`src/rtl/core/sag_pkg.sv`:
```
// ----------------------------------------------------------------------------
// sag_pkg: shared types and constants
// Payload structs, controller commands, datapath status and state encoding
// for the auto-ranging scope extent and gridline block.
// ----------------------------------------------------------------------------
package sag_pkg;

  localparam int CFG_IW = 2;

  localparam logic [CFG_IW-1:0] CFG_OUTER_LOW  = 2'd0;
  localparam logic [CFG_IW-1:0] CFG_OUTER_HIGH = 2'd1;
  localparam logic [CFG_IW-1:0] CFG_INNER_LOW  = 2'd2;
  localparam logic [CFG_IW-1:0] CFG_INNER_HIGH = 2'd3;

  localparam logic [2:0] GRID_PERIOD = 3'd5;
  localparam int NARROW_SPAN = 33;
  localparam int NARROW_HALF = 66;

  typedef struct packed {
    logic               command;
    logic signed [31:0] sample;
  } in_t;

  typedef struct packed {
    logic signed [31:0] extent_low;
    logic signed [31:0] extent_high;
    logic [3:0]         line_index;
    logic signed [31:0] line_value;
    logic               line_valid;
    logic               last;
  } out_t;

  typedef enum logic [4:0] {
    S_IDLE,
    S_EXT_INIT,
    S_EXT_RD,
    S_EXT_UPD,
    S_EXT_FIN,
    S_GRID,
    S_GR_CLR,
    S_GR_RD,
    S_GR_MUL,
    S_GR_DPRE,
    S_GR_DSTEP,
    S_GR_ARD,
    S_GR_ACC,
    S_AV_RD,
    S_AV_GO,
    S_AV_WAIT,
    S_AV_WR,
    S_CH_INIT,
    S_CH_RD,
    S_CH_EVAL,
    S_CH_END,
    S_EMIT
  } state_e;

  typedef struct packed {
    logic clr_hist;
    logic add;
    logic walk_init;
    logic walk_step;
    logic ext_init;
    logic ext_upd;
    logic ext_fin;
    logic gr_lines;
    logic bin_clr;
    logic gr_mul;
    logic gr_dpre;
    logic gr_dstep;
    logic sel_bin;
    logic gr_acc;
    logic av_start;
    logic av_wr;
    logic ch_init;
    logic ch_eval;
    logic ch_commit;
    logic emit;
  } cmd_t;

  typedef struct packed {
    logic held_last;
    logic bin_last;
    logic dstep_last;
    logic div_busy;
    logic best_valid;
    logic gc_next_full;
    logic span_zero;
    logic out_free;
    logic emit_last;
  } sts_t;

endpackage

```
`src/rtl/core/sag_ctrl.sv`:
```
// ----------------------------------------------------------------------------
// sag_ctrl: sequencing state machine
// Walks inputs through extent rebuild, histogram, averaging, line
// choice and result emission, each rebuild only when its period counter is due; holds those counters.
// ----------------------------------------------------------------------------
module sag_ctrl (
  input  logic          clk_i,
  input  logic          rst_ni,
  input  logic          in_valid_i,
  input  logic          in_cmd_i,
  output logic          in_ready_o,
  output sag_pkg::cmd_t cmd_o,
  input  sag_pkg::sts_t sts_i
);

  sag_pkg::state_e state_q, state_d;
  logic            ext_wait_q, ext_wait_d;
  logic [2:0]      grid_wait_q, grid_wait_d;

  // next state
  always_comb begin
    state_d     = state_q;
    ext_wait_d  = ext_wait_q;
    grid_wait_d = grid_wait_q;
    case (state_q)
      sag_pkg::S_IDLE: begin
        if (in_valid_i) begin
          if (in_cmd_i) begin
            state_d = sag_pkg::S_EMIT;
          end else if (!ext_wait_q) begin
            ext_wait_d = 1'b1;
            state_d    = sag_pkg::S_EXT_INIT;
          end else begin
            ext_wait_d = 1'b0;
            state_d    = sag_pkg::S_GRID;
          end
        end
      end
      sag_pkg::S_EXT_INIT: state_d = sag_pkg::S_EXT_RD;
      sag_pkg::S_EXT_RD:   state_d = sag_pkg::S_EXT_UPD;
      sag_pkg::S_EXT_UPD: begin
        state_d = sts_i.held_last ? sag_pkg::S_EXT_FIN : sag_pkg::S_EXT_RD;
      end
      sag_pkg::S_EXT_FIN:  state_d = sag_pkg::S_GRID;
      sag_pkg::S_GRID: begin
        if (grid_wait_q != 3'd0) begin
          grid_wait_d = grid_wait_q - 3'd1;
          state_d     = sag_pkg::S_EMIT;
        end else begin
          grid_wait_d = sag_pkg::GRID_PERIOD;
          state_d     = sts_i.span_zero ? sag_pkg::S_EMIT : sag_pkg::S_GR_CLR;
        end
      end
      sag_pkg::S_GR_CLR: begin
        state_d = sts_i.bin_last ? sag_pkg::S_GR_RD : sag_pkg::S_GR_CLR;
      end
      sag_pkg::S_GR_RD:   state_d = sag_pkg::S_GR_MUL;
      sag_pkg::S_GR_MUL:  state_d = sag_pkg::S_GR_DPRE;
      sag_pkg::S_GR_DPRE: state_d = sag_pkg::S_GR_DSTEP;
      sag_pkg::S_GR_DSTEP: begin
        state_d = sts_i.dstep_last ? sag_pkg::S_GR_ARD : sag_pkg::S_GR_DSTEP;
      end
      sag_pkg::S_GR_ARD:  state_d = sag_pkg::S_GR_ACC;
      sag_pkg::S_GR_ACC: begin
        state_d = sts_i.held_last ? sag_pkg::S_AV_RD : sag_pkg::S_GR_RD;
      end
      sag_pkg::S_AV_RD:   state_d = sag_pkg::S_AV_GO;
      sag_pkg::S_AV_GO:   state_d = sag_pkg::S_AV_WAIT;
      sag_pkg::S_AV_WAIT: begin
        state_d = sts_i.div_busy ? sag_pkg::S_AV_WAIT : sag_pkg::S_AV_WR;
      end
      sag_pkg::S_AV_WR: begin
        state_d = sts_i.bin_last ? sag_pkg::S_CH_INIT : sag_pkg::S_AV_RD;
      end
      sag_pkg::S_CH_INIT: state_d = sag_pkg::S_CH_RD;
      sag_pkg::S_CH_RD:   state_d = sag_pkg::S_CH_EVAL;
      sag_pkg::S_CH_EVAL: begin
        state_d = sts_i.bin_last ? sag_pkg::S_CH_END : sag_pkg::S_CH_RD;
      end
      sag_pkg::S_CH_END: begin
        if (sts_i.best_valid && !sts_i.gc_next_full) begin
          state_d = sag_pkg::S_CH_INIT;
        end else begin
          state_d = sag_pkg::S_EMIT;
        end
      end
      sag_pkg::S_EMIT: begin
        if (sts_i.out_free && sts_i.emit_last) begin
          state_d = sag_pkg::S_IDLE;
        end
      end
      default: state_d = sag_pkg::S_IDLE;
    endcase
  end

  // outputs
  always_comb begin
    cmd_o      = '0;
    in_ready_o = 1'b0;
    case (state_q)
      sag_pkg::S_IDLE: begin
        in_ready_o     = 1'b1;
        cmd_o.clr_hist = in_valid_i && in_cmd_i;
        cmd_o.add      = in_valid_i && !in_cmd_i;
      end
      sag_pkg::S_EXT_INIT: begin
        cmd_o.ext_init  = 1'b1;
        cmd_o.walk_init = 1'b1;
      end
      sag_pkg::S_EXT_UPD: begin
        cmd_o.ext_upd   = 1'b1;
        cmd_o.walk_step = 1'b1;
      end
      sag_pkg::S_EXT_FIN: cmd_o.ext_fin = 1'b1;
      sag_pkg::S_GRID: begin
        if (grid_wait_q == 3'd0 && !sts_i.span_zero) begin
          cmd_o.gr_lines  = 1'b1;
          cmd_o.walk_init = 1'b1;
        end
      end
      sag_pkg::S_GR_CLR:   cmd_o.bin_clr  = 1'b1;
      sag_pkg::S_GR_MUL:   cmd_o.gr_mul   = 1'b1;
      sag_pkg::S_GR_DPRE:  cmd_o.gr_dpre  = 1'b1;
      sag_pkg::S_GR_DSTEP: cmd_o.gr_dstep = 1'b1;
      sag_pkg::S_GR_ARD:   cmd_o.sel_bin  = 1'b1;
      sag_pkg::S_GR_ACC: begin
        cmd_o.gr_acc    = 1'b1;
        cmd_o.walk_step = 1'b1;
      end
      sag_pkg::S_AV_GO:   cmd_o.av_start = 1'b1;
      sag_pkg::S_AV_WR:   cmd_o.av_wr    = 1'b1;
      sag_pkg::S_CH_INIT: cmd_o.ch_init  = 1'b1;
      sag_pkg::S_CH_EVAL: cmd_o.ch_eval  = 1'b1;
      sag_pkg::S_CH_END:  cmd_o.ch_commit = sts_i.best_valid;
      sag_pkg::S_EMIT:    cmd_o.emit     = sts_i.out_free;
      default: ;
    endcase
  end

  always_ff @(posedge clk_i or negedge rst_ni) begin
    if (!rst_ni) begin
      state_q     <= sag_pkg::S_IDLE;
      ext_wait_q  <= 1'b0;
      grid_wait_q <= 3'd0;
    end else begin
      state_q     <= state_d;
      ext_wait_q  <= ext_wait_d;
      grid_wait_q <= grid_wait_d;
    end
  end

endmodule

```
`config.mk`:
```
export PLATFORM = sky130hd
export DESIGN_NAME = sag_ctrl
export DESIGN_NICKNAME = d
export VERILOG_FILES = /design/src/rtl/core/sag_pkg.sv /design/src/rtl/core/sag_ctrl.sv
export SDC_FILE = /design/constraint.sdc
export NUM_CORES = 1
export LEC_CHECK = 0
export BUFFER_PORTS_ARGS = -buffer_cell sky130_fd_sc_hd__buf_2
export CAP_MARGIN = 40
export CORE_ASPECT_RATIO = 0.8
export CORE_MARGIN = 5
export CORE_UTILIZATION = 51
export CTS_CLUSTER_DIAMETER = 80
export CTS_CLUSTER_SIZE = 28
export DETAILED_ROUTE_END_ITERATION = 16
export PLACE_DENSITY = 0.84
export SLEW_MARGIN = 20
export SYNTH_ARGS = -nofsm -noshare
export SYNTH_HDL_FRONTEND = slang
export SYNTH_SLANG_ARGS = --single-unit
export TNS_END_PERCENT = 1
```
`constraint.sdc`:
```
create_clock -name clk_i -period 2.6 [get_ports clk_i]
set_input_delay 0.52 -clock clk_i [delete_from_list [all_inputs] [get_ports clk_i]]
set_output_delay 0.52 -clock clk_i [all_outputs]
set_load 0.1 [all_outputs]
```
==> impl_metrics.ini, run 1 <==
[outcome]
status = finished clean

[clocking]
clk_path_buf_depth = 2
cts.hold.buffers_added = 0
cts_tree = yes
root_buffer = clkbuf_4
numCtsBuffers = 3
h-tree-depth = 1
clk_pin_slew_worst_paths_ns = 0.07
clk_latency_ns = 0.25
clock_sinks = 9

[placed_design]
dp_cells = 164
gp_congestion = 0.961
dp_hpwl_um = 1830
place_area_mm2 = 0.00107
io_buffers = 33

[detailed_routing]
ant_nets = 0
vias = 964
dr.pass1.iters = 4
first_iter_violations = 28
drc = 0
drt-total-wl_um = 2400
wire_per_inst_um = 14.3
vias_per_cell = 5.74

[floorplanning]
dieArea_mm2 = 0.00257
core_area_mm2 = 0.00159
die_h_um = 46.4
die_w_um = 55.5
ios = 34
start_util_pct = 52.9
rows = 13

[synthesis]
syn_area_um2 = 843
syn_inst = 115
ys_warn_count = 0
synth_cell_types = 38
synthFlopType = dfrtp_1
async_reset_ff_share_pct = 100
syn_nets = 128
ys_seq_elements = 9
yosysSeqAreaShare_pct = 26.7
synth-edff-count = 0
syn_avg_cell_area_um2 = 7.33

[worst_setup_path]
crit_required_ns = 2.08
worstRegToRegCells = 5
end_kind = output pin
cp-start-kind = flip-flop
crit_type = reg -> out
crit_arrival_ns = 1.99
reg2reg_slack_ns = 0.69
crit_fanout = 12

[final_layout]
final_layout_size_suffix_gt1_share_pct = 34.2
area_delta_synth_final_pct = 30.9
diodes = 0
final_cells = 168
fillerInstances = 137
postLayoutCellArea_mm2 = 0.00110
final_core_util_pct = 69.2
fin_nets = 160
layout_commonest_cell = buf_2
layout_common_cells = buf_2 (28), nor2_1 (18), nand2_1 (14), o21ai_0 (8), dfrtp_1 (7)

[run]
cap_violations = 0

[power]
power_mw = 1.61
power_per_cell_area_mw_per_mm2 = 1460
ir_worst_vdd_uv = 867
p_leak_nw = 0.522

[global_routing]
use_met1_pct = 23.1
grt_max_degree = 16
grtUsageTotal_pct = 18.5
grt_pass1_vias = 863
grt.overflow.total = 0
grt_use_met3_pct = 4.20
top_usage_layer = met2
antenna_found_initial = 0
grt_pass1_wl_um = 3800
grtUsageMet2_pct = 31.8

[sta]
final.setup.tns_ns = 0
relSlewSlack_pct = 65.1
hold_violations = 0
fin_worst_skew_ns = 0.00738
slew_viol_final = 0
max_freq_ghz = 0.399
fin_crit_ns = 2.51
setup_viol = 0
fin_crit_sh_pct = 96.4
tightestPinTransition_ns = 0.523
rsz0062_at_grt = no

[min_path]
hold_class = in -> async
## sequential cells by signal, summed over array words and instances (netlist names)
register / cells
state_q: 5
grid_wait_q: 3
ext_wait_q: 1
## cells in the mapped netlist, types with 2 or more instances
cell | count | area (µm²)
dfrtp_1 | 9 | 225
o311a_1 | 2 | 20.0
buf_2 | 4 | 20.0
nor2_2 | 3 | 18.8
nor2_1 | 18 | 67.6
or3_1 | 3 | 18.8
a32oi_1 | 2 | 17.5
nand2_1 | 14 | 52.6
nor3_1 | 4 | 20.0
xor2_1 | 2 | 17.5
a21oi_1 | 3 | 15.0
and2_1 | 2 | 12.5
o211ai_1 | 2 | 15.0
clkbuf_1 | 2 | 7.51
o21ai_1 | 2 | 10.0
nand2b_1 | 5 | 31.3
buf_6 | 2 | 22.5
nor2b_1 | 4 | 25.0
nand3_1 | 4 | 20.0
inv_1 | 2 | 7.51
o21ai_0 | 9 | 45.0
## critical path, stage by stage, from the launching register on
cell,delay (ns)
dfrtp_1,0.56
or3_1,0.56
nor2_8,0.17
nand2_1,0.08
nor2_2,0.17
buf_12,0.20
## kinds of logic (layout without fill, tap and decap cells)
family | after synthesis | count (layout) | synth area share (%)
flops | 9 | 9 | 26.7
compound gates | 28 | 28 | 22.4
simple gates | 63 | 63 | 38.7
mux | 1 | 1 | 1.19
buf+inv | 11 | 42 | 7.86
xor+xnor | 3 | 3 | 3.12
## power breakdown
| group | internal, mW | total (mW) | switching [mW] |
|---|---|---|---|
| clock | 0.0565 | 0.104 | 0.0473 |
| sequential | 0.215 | 0.328 | 0.113 |
| combinational | 0.322 | 1.18 | 0.857 |
| total | 0.593 | 1.61 | 1.02 |
## metal layers
layer | share of wire [%] | wire length [µm]
met4 | 0.50 | 12
met5 | 0 | 0
met3 | 7.4 | 178
met2 | 44 | 1060
met1 | 48 | 1150
## layout make-up
class	instances	area, µm²	share of cell area, %
clock buffer	3	22.5	2.04
clock inverter	1	5.00	0.454
inverter	3	16.3	1.47
multi-input combinational	95	562	50.9
sequential	9	228	20.6
tap	22	27.5	2.49
timing repair buffer	35	243	22.0
## per-stage QoR
step                      worst slack (ns)  hold WS (ns)
after global routing               0.00447         0.113
after detailed placement             0.288         0.376
after floorplan                     -0.722         0.224
final                               0.0945         0.101
after CTS                          0.00879         0.106
after global placement               0.357         0.375
## timing repair
item	CTS	global route
buffers inserted	0	0
endpoints found under the setup margin	0	4
resized for setup	0	4
## path summary, 6_finish.rpt
check | from | to
min | rst_ni | state_q[3]
min in group clk_i | ext_wait_q | ext_wait_q
max in group asynchronous | rst_ni | state_q[2]
min reg2reg | ext_wait_q | ext_wait_q
max | state_q[4] | cmd_o[18]
max reg2reg | state_q[1] | state_q[4]
Power figures use the tool's default switching activity.
==> run 2, diff against run 1 <==
ABC_AREA = 1   (was unset)
PLACE_DENSITY = 0.83   (was 0.84)
==> impl_metrics.ini, run 2 <==
[outcome]
status = finished clean

[synthesis]
async_reset_ff_share_pct = 100
syn_area_um2 = 870
yosysSeqAreaShare_pct = 25.9
ys_seq_elements = 9
syn_nets = 164
synth_cell_types = 23
ys_warn_count = 0
syn_inst = 151
syn_avg_cell_area_um2 = 5.76
yosysTopAreaCellShare_pct = 25.9
yosysTopAreaCell = dfrtp_1
yosysMostFrequentCell = nand2_1
netlist_top_cells_count = nand2_1 (44), nor2_1 (28), inv_1 (18)
synthTopCellsByArea = dfrtp_1 (26%), nand2_1 (19%), nor2_1 (12%)
synthFlopType = dfrtp_1
synth-edff-count = 0

[final_layout]
diodes = 0
final_cells = 208
layout_common_cells = nand2_1 (44), buf_2 (30), nor2_1 (28), inv_1 (18), nand3_1 (14)
fillerInstances = 162
max_flop_register = state_q
area_delta_synth_final_pct = 27.1
final_layout_size_suffix_gt1_share_pct = 30.6
reg.largest.list = state_q (5), grid_wait_q (3), ext_wait_q (1)
fin_nets = 200
final_core_util_pct = 67.9
largest_reg_flops = 5
layout_commonest_cell = nand2_1

[worst_setup_path]
crit_type = reg -> out
reg2reg_slack_ns = 0.98
worstRegToRegCells = 9
cp-start-kind = flip-flop
crit_arrival_ns = 1.89
r2r_end = state_q[2]
crit_required_ns = 2.08
crit_fanout = 13
reg2reg_from = state_q[4]
end_kind = output pin

[global_routing]
grt_pass1_vias = 935
antenna_found_initial = 0
grt.overflow.total = 0
grtUsageTotal_pct = 20.9
grt_pass1_wl_um = 4230
grt_max_degree = 14

[floorplanning]
rows = 13
dieArea_mm2 = 0.00264
core_area_mm2 = 0.00163
die_h_um = 46.9
ios = 34
die_w_um = 56.2
start_util_pct = 53.5

[detailed_routing]
vias = 1036
drt-total-wl_um = 2510
first_iter_violations = 35
dr.pass1.iters = 4
vias_per_cell = 4.98
drc = 0
ant_nets = 0
wire_per_inst_um = 12.1

[power]
ir_worst_vdd_uv = 896
power_per_cell_area_mw_per_mm2 = 1380
p_leak_nw = 0.725
power_mw = 1.52

[placed_design]
dp_hpwl_um = 2060
dp_cells = 204
gp_congestion = 0.888
io_buffers = 33

[clocking]
clock_sinks = 9
cts_tree = yes
cts.hold.buffers_added = 0
clk_pin_slew_worst_paths_ns = 0.06
h-tree-depth = 1
root_buffer = clkbuf_4
clk_latency_ns = 0.26
numCtsBuffers = 3
clk_path_buf_depth = 2

[sta]
hold_violations = 0
fin_crit_sh_pct = 92.7
fin_worst_skew_ns = 0.00317
rsz0062_at_grt = no
fin_crit_ns = 2.41
max_freq_ghz = 0.415
setup_viol = 0
tightestPinTransition_ns = 0.491
relSlewSlack_pct = 67.5
slew_viol_final = 0

[min_path]
hold_class = in -> async

[run]
cap_violations = 0
==> run 2: cell types whose count changed after synthesis, moves of 8 or more <==
cell	delta
nand2_1	+30
inv_1	+16
nand3_1	+10
nor2_1	+10
inv_2	+8
==> run 2: cells by family after synthesis <==
logic type | after synthesis | synth area share [%]
and+or+nand+nor | 104 | 53.7
DFF | 9 | 25.9
xor gates and xnor gates | 2 | 2.88
buffers and inverters | 30 | 13.7
AOI/OAI and AO/OA | 6 | 3.88
==> run 2: worst max-delay path by stage <==
stage                     from   endpoint  slack (ns)  cells past startpoint
finish              state_q[4]   cmd_o[8]        0.19                      4
global route        state_q[2]  cmd_o[12]        0.03                      7
CTS                 state_q[4]  cmd_o[16]        0.14                      6
detailed placement  state_q[4]  cmd_o[16]        0.43                      6
global placement    state_q[4]  cmd_o[16]        0.49                      6
floorplan           state_q[4]   cmd_o[0]       -0.67                      4
==> run 2: timing repair <==
item	in CTS	in global routing
resized for setup	0	2
endpoints found under the setup margin	0	2
setup buffers	0	0
==> run 2: routing by layer <==
metal	wire length [µm]	global-route usage, %	share of wire, %	up-vias
li1	-	-	-	536
met1	1220	28.1	48	455
met2	1080	33.6	43	43
met3	202	5.77	8.1	2
met4	13	6.16	0.52	0
met5	0	0	0	-
==> run 2: cell type report <==
class | count | area, µm² | area share (%)
clock buffer | 3 | 22.5 | 2.04
inverter | 27 | 101 | 9.17
tap | 22 | 27.5 | 2.49
multi-input combinational | 112 | 531 | 48.0
timing repair buffer | 34 | 193 | 17.4
clock inverter | 1 | 5.00 | 0.453
sequential | 9 | 225 | 20.4
==> run 2: where the power goes <==
group | total (mW) | internal (mW) | switching (mW) | leakage, nW
sequential | 0.290 | 0.206 | 0.0840 | 0.113
clock | 0.109 | 0.0569 | 0.0524 | 0.0177
combinational | 1.12 | 0.252 | 0.869 | 0.594
total | 1.52 | 0.515 | 1.01 | 0.725
==> run 2: worst max-delay path, cell delays in order (launching register included) <==
cell	delay (ns)
dfrtp_1	0.49
inv_2	0.25
nand3_1	0.20
nor2_1	0.22
buf_2	0.47
==> run 2: through the flow <==
| step | area (µm²) | hold WS [ns] | setup slack (ns) | setup TNS (ns) |
|---|---|---|---|---|
| 2_1_floorplan | 875 | 0.224 | -0.668 | -1.40 |
| 3_3_place_gp | 1070 | 0.375 | 0.489 | 0 |
| 3_5_place_dp | 1070 | 0.383 | 0.432 | 0 |
| 4_1_cts | 1100 | 0.0959 | 0.139 | 0 |
| 5_1_grt | 1100 | 0.0953 | 0.0309 | 0 |
| 6_report | 1100 | 0.0947 | 0.189 | 0 |
==> run 3, diff against run 2 <==
CORE_UTILIZATION = 40   (was 51)
PLACE_DENSITY = 0.68   (was 0.83)
==> impl_metrics.ini, run 3 (synthesis gave the netlist of run 2 again) <==
[floorplanning]
start_util_pct = 41.0
die_w_um = 62.1
dieArea_mm2 = 0.00321
die_h_um = 51.7
rows = 15
ios = 34
core_area_mm2 = 0.00212

[sta]
slew_viol_final = 0
fin_crit_ns = 2.47
relSlewSlack_pct = 67.5
hold_violations = 0
tightestPinTransition_ns = 0.490
rsz0062_at_grt = no
holdWs_ns = 0.102
max_freq_ghz = 0.405
fin_worst_skew_ns = 0.000799
setup_viol = 0
fin_crit_sh_pct = 95.1

[clocking]
clk_latency_ns = 0.26
cts_tree = yes
clk_pin_slew_worst_paths_ns = 0.06
cts.hold.buffers_added = 0
numCtsBuffers = 3
root_buffer = clkbuf_4
clk_path_buf_depth = 2
h-tree-depth = 1
clock_sinks = 9

[worst_setup_path]
crit_fanout = 7
end_kind = output pin
crit_type = reg -> out
cp-start-kind = flip-flop
crit_arrival_ns = 1.95
crit_required_ns = 2.08

[placed_design]
dp_hpwl_um = 1920
gp_congestion = 0.946
io_buffers = 33

[final_layout]
layout_common_cells = nand2_1 (44), buf_2 (31), nor2_1 (28), inv_1 (18), nand3_1 (14)
layout_commonest_cell = nand2_1
diodes = 0
reg.largest.list = state_q (5), grid_wait_q (3), ext_wait_q (1)
final_layout_size_suffix_gt1_share_pct = 30.1
fin_nets = 200
fillerInstances = 242
max_flop_register = state_q
area_delta_synth_final_pct = 27.1
largest_reg_flops = 5

[global_routing]
grt.overflow.total = 0
grt_pass1_wl_um = 3710
grtUsageTotal_pct = 14.4
grt_max_degree = 14
grt_pass1_vias = 873
antenna_found_initial = 0

[power]
power_mw = 1.50
power_per_cell_area_mw_per_mm2 = 1360
p_sw_uw = 984
combPwrFrac_pct = 74.0
p_int_uw = 514
switching_share_pct = 65.7
p_seq_share_pct = 18.9
p_leak_nw = 0.722
ir_worst_vdd_uv = 897
pwr-share-clk_pct = 7.1

[detailed_routing]
wire_per_inst_um = 10.8
ant_nets = 0
first_iter_violations = 64
drc = 0
vias_per_cell = 4.84
dr.pass1.iters = 4
vias = 1022
drt-total-wl_um = 2270

[min_path]
hold_class = in -> async

[run]
cap_violations = 0

[outcome]
status = finished clean
## run 3: area by class of cell
| cell class | instances | area, µm² | share of cell area, % |
|---|---|---|---|
| tap | 25 | 31.3 | 2.83 |
| clock buffer | 4 | 26.3 | 2.38 |
| sequential | 9 | 225 | 20.4 |
| inverter | 27 | 101 | 9.17 |
| multi-input combinational | 112 | 531 | 48.0 |
| timing repair buffer | 34 | 190 | 17.2 |
## run 3: path summary, 6_finish.rpt
check	slack, ns	end	cells past startpoint	start
hold / removal	0.10	ext_wait_q	1	rst_ni
setup / recovery	0.13	cmd_o[17]	6	state_q[3]
min in group clk_i	0.47	ext_wait_q	1	ext_wait_q
hold reg to reg	0.47	ext_wait_q	1	ext_wait_q
setup reg to reg	0.99	state_q[0]	9	state_q[4]
max in group asynchronous	2.32	grid_wait_q[1]	1	rst_ni
## run 3: what timing repair did
item	4_1_cts	5_1_grt
setup endpoints to repair	0	1
setup buffers	0	0
hold endpoints to repair	0	0
resized for setup	0	1
## run 3: power groups by stage
stage	clock, mW	sequential [mW]	combinational [mW]
after detailed placement	0	0.286	1.10
after global placement	0	0.285	1.10
after global routing	0.120	0.294	1.19
final	0.106	0.284	1.11
after CTS	0.111	0.284	1.10
after floorplan	0	0.264	0.937
## run 3: per-stage QoR
| stage | cell area, µm² | setup WS [ns] | std cells | setup TNS [ns] | utilization [%] |
|---|---|---|---|---|---|
| floorplan | 875 | -0.668 | 151 | -1.40 | - |
| global placement | 1080 | 0.426 | 207 | 0 | 50.7 |
| detailed placement | 1080 | 0.415 | 207 | 0 | 50.7 |
| CTS | 1100 | 0.128 | 211 | 0 | 52.0 |
| global route | 1100 | 0.0308 | 211 | 0 | 52.1 |
| finish | 1100 | 0.129 | 211 | 0 | 52.1 |
## run 3: routing by layer
layer,GRT usage (%),routed length [µm]
met1,19.1,1090
met5,0,0
met4,5.05,29
met2,21.9,982
met3,4.54,166
## run 3: critical path, cell delays in order (launching register included)
cell and delay, ns:
dfrtp_1 0.42, nor2_2 0.28, nand2_1 0.13, nor2_1 0.13, nand3_1 0.18, o21ai_1 0.12, buf_2 0.43
